$ cat src/design/ltpd_pkg.sv
`default_nettype none
package ltpd_pkg;

  localparam int unsigned HDR_BYTES  = 8;
  localparam int unsigned TYPE_SHIFT = 24;
  localparam int unsigned POS_W      = $clog2(HDR_BYTES);
  localparam int unsigned SHIFT_W    = 8 * (HDR_BYTES - 1);

  typedef struct packed {
    logic        emit;
    logic [7:0]  data;
    logic [31:0] mtype;
    logic        empty;
    logic        last;
  } ltpd_res_t;

endpackage
`default_nettype wire

$ cat src/design/ltpd_core.sv
`default_nettype none
module ltpd_core
  import ltpd_pkg::*;
(
  input  wire logic       clk,
  input  wire logic       rst_n,
  input  wire logic       step,
  input  wire logic [7:0] data,
  output ltpd_res_t       res
);

  logic [POS_W-1:0]   header_count_r, header_count_nxt;
  logic [SHIFT_W-1:0] header_shift_r, header_shift_nxt;
  logic [31:0]        payload_left_r, payload_left_nxt;
  logic [31:0]        type_held_r, type_held_nxt;
  logic [31:0]        len;
  logic [31:0]        typ;

  always_comb begin
    header_count_nxt = header_count_r;
    header_shift_nxt = header_shift_r;
    payload_left_nxt = payload_left_r;
    type_held_nxt    = type_held_r;
    len              = header_shift_r[31:0];
    typ              = {data, header_shift_r[SHIFT_W-1:TYPE_SHIFT+8]};
    res              = '0;
    if (payload_left_r != 32'd0) begin
      res.emit         = 1'b1;
      res.data         = data;
      res.mtype        = type_held_r;
      res.last         = (payload_left_r == 32'd1);
      payload_left_nxt = payload_left_r - 32'd1;
    end else if (header_count_r == POS_W'(HDR_BYTES - 1)) begin
      header_count_nxt = '0;
      header_shift_nxt = '0;
      if (len == 32'd0) begin
        res.emit  = 1'b1;
        res.mtype = typ;
        res.empty = 1'b1;
        res.last  = 1'b1;
      end else begin
        payload_left_nxt = len;
        type_held_nxt    = typ;
      end
    end else begin
      header_count_nxt = header_count_r + POS_W'(1);
      for (int k = 0; k < HDR_BYTES - 1; k++) begin
        if (header_count_r == POS_W'(k)) begin
          header_shift_nxt[8*k +: 8] = data;
        end
      end
    end
  end

  always_ff @(posedge clk) begin
    if (!rst_n) begin
      header_count_r <= '0;
      header_shift_r <= '0;
      payload_left_r <= '0;
      type_held_r    <= '0;
    end else if (step) begin
      header_count_r <= header_count_nxt;
      header_shift_r <= header_shift_nxt;
      payload_left_r <= payload_left_nxt;
      type_held_r    <= type_held_nxt;
    end
  end

endmodule
`default_nettype wire

$ cat src/design/length_type_prefixed_deframer.sv
// A request accepted into the input register passes through the core into the result register when that is free.
// Throughput: one byte per cycle while no result is held waiting for out_ready.
// While a result waits for out_ready, one more request is held in the input register.
// Reset (rst_n low at a clock edge) clears the header count, header bytes,
// remaining payload length, held type and both valid flags.
`default_nettype none
module length_type_prefixed_deframer
  import ltpd_pkg::*;
(
  input  wire logic        clk,
  input  wire logic        rst_n,
  input  wire logic        in_valid,
  output logic             in_ready,
  input  wire logic [7:0]  in_byte,
  output logic             out_valid,
  input  wire logic        out_ready,
  output logic [7:0]       out_payload_byte,
  output logic [31:0]      out_message_type,
  output logic             out_empty_message,
  output logic             out_last
);

  logic       in_valid_r;
  logic [7:0] in_byte_r;
  logic       out_valid_r;
  logic       advance;
  logic       out_free;
  ltpd_res_t  res;
  ltpd_res_t  res_r;

  assign out_free = !out_valid_r || out_ready;
  assign advance  = in_valid_r && out_free;
  assign in_ready = !in_valid_r || advance;

  ltpd_core u_core (
    .clk   (clk),
    .rst_n (rst_n),
    .step  (advance),
    .data  (in_byte_r),
    .res   (res)
  );

  always_ff @(posedge clk) begin
    if (!rst_n) begin
      in_valid_r <= 1'b0;
    end else if (in_ready) begin
      in_valid_r <= in_valid;
    end
  end

  always_ff @(posedge clk) begin
    if (in_valid && in_ready) begin
      in_byte_r <= in_byte;
    end
  end

  always_ff @(posedge clk) begin
    if (!rst_n) begin
      out_valid_r <= 1'b0;
    end else if (out_free) begin
      out_valid_r <= advance && res.emit;
    end
  end

  always_ff @(posedge clk) begin
    if (advance && res.emit) begin
      res_r <= res;
    end
  end

  assign out_valid         = out_valid_r;
  assign out_payload_byte  = res_r.data;
  assign out_message_type  = res_r.mtype;
  assign out_empty_message = res_r.empty;
  assign out_last          = res_r.last;

endmodule
`default_nettype wire
$ cat config.mk
export PLATFORM = sky130hd
export DESIGN_NAME = length_type_prefixed_deframer
export DESIGN_NICKNAME = d
export VERILOG_FILES = /design/src/design/ltpd_pkg.sv /design/src/design/ltpd_core.sv /design/src/design/length_type_prefixed_deframer.sv
export SDC_FILE = /design/constraint.sdc
export NUM_CORES = 1
export LEC_CHECK = 0
export ABC_AREA = 1
export BUFFER_PORTS_ARGS = -buffer_cell sky130_fd_sc_hd__clkbuf_2
export CORE_ASPECT_RATIO = 1.2
export CORE_MARGIN = 5
export CORE_UTILIZATION = 58
export DETAILED_ROUTE_END_ITERATION = 10
export PLACE_DENSITY = 0.77
export SLEW_MARGIN = 10
export SYNTH_ARGS = -nofsm -noshare
export SYNTH_HDL_FRONTEND = slang
export SYNTH_SLANG_ARGS = --single-unit
$ cat constraint.sdc
create_clock -name clk -period 3.2 [get_ports clk]
set_clock_uncertainty 0.15 [all_clocks]
set_input_delay 0.32 -clock clk [delete_from_list [all_inputs] [get_ports clk]]
set_output_delay 0.32 -clock clk [all_outputs]
set_load 0.05 [all_outputs]
==> results.cfg <==
[yosys]
synth_nets = 1208
ys_seq_area_frac = 0.471
avgSynthCellArea_um2 = 7.16
synthDistinctLibCells = 26
synth-seq-cells = 175
synth_cells = 1187
synth_area_um2 = 8500
yosysWarnings = 0

[critical_path]
crit_top_cell = nand2_1
worstReg2RegStart = u_core.payload_left_r[20]
cpMaxStageDelayCell = dfxtp_1
crit_buf_inv = 2
path_class = reg2reg
cp-end-kind = flop
reg2reg_depth = 10
r2r-end = u_core.header_shift_r[32]
worstPathRequired_ps = 3340
cpPeakStageDelay_ps = 340
rrSetupSlack_ps = 560
path_cells = nor2_1 -> nand2_1 -> nor2_2 -> nand2_1 -> nor2_4 -> buf_12 -> buf_4 -> nand3_1 -> nand2_1 -> a21oi_1
cp_top_family = simple AND/OR/NAND/NOR gates
worstPathArrival_ps = 2780
startpoint_type = flop
cp_max_fo = 45

[cts]
cts-resized-gates = 0
cts_tree = built
cts_made_buffers = 17
htree_levels = 4
cts_root_buffer = clkbuf_16
cts_setup_buffers = 0
path_clk_slew_ps = 70
clock_latency_ps = 430
cts_sinks = 175
clockBufferDepth = 2

[final_layout]
ff_latch_area_um2 = 4000
drive_gt1_frac = 0.0960
insertedDiodeCount = 0
multi_input_area_um2 = 3830
area_delta_synth_final_pct = 11.3
final_common_cell = nand2_1
nFillCells = 1266
layoutNonFillerInstCount = 1414
nets = 1247
layout_common_cells = 341 x nand2_1, 237 x nor2_1, 125 x dfxtp_1, 92 x inv_1, 67 x nand3_1
postLayoutCellArea_um2 = 9460

[floorplanning]
ioPinCount = 56
placeableCoreArea_um2 = 14400
die_h_um = 143
num_rows = 48
dieArea_um2 = 17200
die_w_um = 120
initial_core_util = 0.589

[global_routing]
grtUsageTotal = 0.255
antenna_found_initial = 0
use_met3 = 0.0394
use_met1 = 0.323
grt_max_degree = 65
met2_usage = 0.444
globalRoute.totalOverflow = 0
grt_pass1_wl_um = 35400
grt_pass1_vias = 7237
busiest_layer = met2

[routing]
drtAntennaViolNets = 0
num_vias = 7721
wl_um = 21300
wire_per_inst_um = 15.1
drc = 0
vias_per_cell = 5.46
first_iter_violations = 592
first_pass_iters = 5

[hold_path]
hp-class = in2reg
min_to = in_valid_r
worstHoldStart = in_valid
hold_depth = 3

[timing]
tns_ps = 0
relSlewSlack = 0.344
fin_crit_ps = 2640
worst_slack_ps = 555
max_freq_mhz = 378
whs_ps = 38.1
slew_viol_final = 0
hold_viol_final = 0
finalCritPeriodShare = 0.826
tightestPinTransition_ps = 984
rsz0062_at_grt = no
setup-violations-final = 0

[place]
place_inst = 1374
placed_area_um2 = 8830
place_ws_ps = 614
hpwl_um = 14000
io_buffers = 55
gp_congestion = 0.907

[run_status]
outcome = completed

[power]
pwr_density_cell_nw_per_um2 = 537
peakVddDrop_mv = 0.396
p_leak_nw = 4.06

[job]
maxCapViolCount = 0
==> flip-flops by register name (all words and copies together), names as in the netlist <==
| name | cells |
|---|---|
| in_byte_r | 8 |
| in_valid_r | 1 |
| out_empty_message | 1 |
| out_last | 1 |
| out_message_type | 32 |
| out_payload_byte | 8 |
| out_valid | 1 |
| u_core.header_count_r | 3 |
| u_core.header_shift_r | 56 |
| u_core.payload_left_r | 32 |
| u_core.type_held_r | 32 |
==> report_power, final <==
group	internal, mW	leakage, nW	switching [mW]
logic	0.207	2.29	0.529
clock network	1.04	0.271	0.917
registers	2.34	1.50	0.0478
==> worst max path at each step <==
stage                                         start                        end  slack [ps]  cells after the start
after floorplan                           out_valid          out_empty_message         310                      8
after global placement     u_core.payload_left_r[0]  u_core.header_shift_r[31]         680                     11
after detailed placement   u_core.payload_left_r[0]  u_core.header_shift_r[32]         610                     11
after CTS                  u_core.payload_left_r[0]  u_core.header_shift_r[32]         560                     11
after global routing      u_core.payload_left_r[17]  u_core.header_shift_r[37]         290                     10
final                     u_core.payload_left_r[20]  u_core.header_shift_r[32]         560                     10
==> routing by layer <==
metal	wire, um	share of wire	up-vias
li1	-	-	3890
met1	9120	0.43	3590
met2	10800	0.51	203
met3	881	0.041	38
met4	539	0.025	0
met5	0	0	-
==> tightest hold or removal path, cell delays in order <==
cell      delay, ps
clkbuf_2         80
nand2_1          80
a21oi_1          70
==> layout make-up <==
cell class / count / share of cell area
Multi-Input combinational cell: 857 / 0.405
Clock buffer: 20 / 0.0472
Tap cell: 175 / 0.0232
Sequential cell: 175 / 0.423
Timing Repair Buffer: 79 / 0.0529
Inverter: 96 / 0.0381
Clock inverter: 12 / 0.0103
==> what timing repair did <==
action	4_1_cts	5_1_grt
hold endpoints to repair	8	0
hold buffers	8	0
endpoints found under the setup margin	0	0
==> Yosys cell counts, drive strengths merged <==
master	number	area, um2
xor2	12	105
clkbuf	28	105
dfxtp	125	2500
inv	96	360
nand2	345	1310
o41ai	1	8.76
nand4	65	407
a21oi	59	295
xnor2	1	8.76
buf	31	201
nand3	68	345
o21ai	50	250
nand3b	1	7.51
edfxtp	50	1500
nor2	246	981
ha	9	113
==> cell families (layout without fill, tap and decap cells) <==
logic type,count (synthesis),count (layout),synth area share
AND/OR/NAND/NOR,725,725,0.358
flip-flops,175,175,0.471
buffers and inverters,155,207,0.0785
AO/OA/AOI/OAI,110,110,0.0652
XOR/XNOR,13,13,0.0134
adder cells (fa/ha/maj),9,9,0.0133
==> stage by stage <==
stage | power (mW) | utilization
global placement | 3.14 | 0.613
finish | 5.08 | 0.656
floorplan | 2.99 | -
global route | 5.29 | 0.656
CTS | 5.08 | 0.656
detailed placement | 3.16 | 0.613
Note: power is estimated with default switching activity, not from simulation.
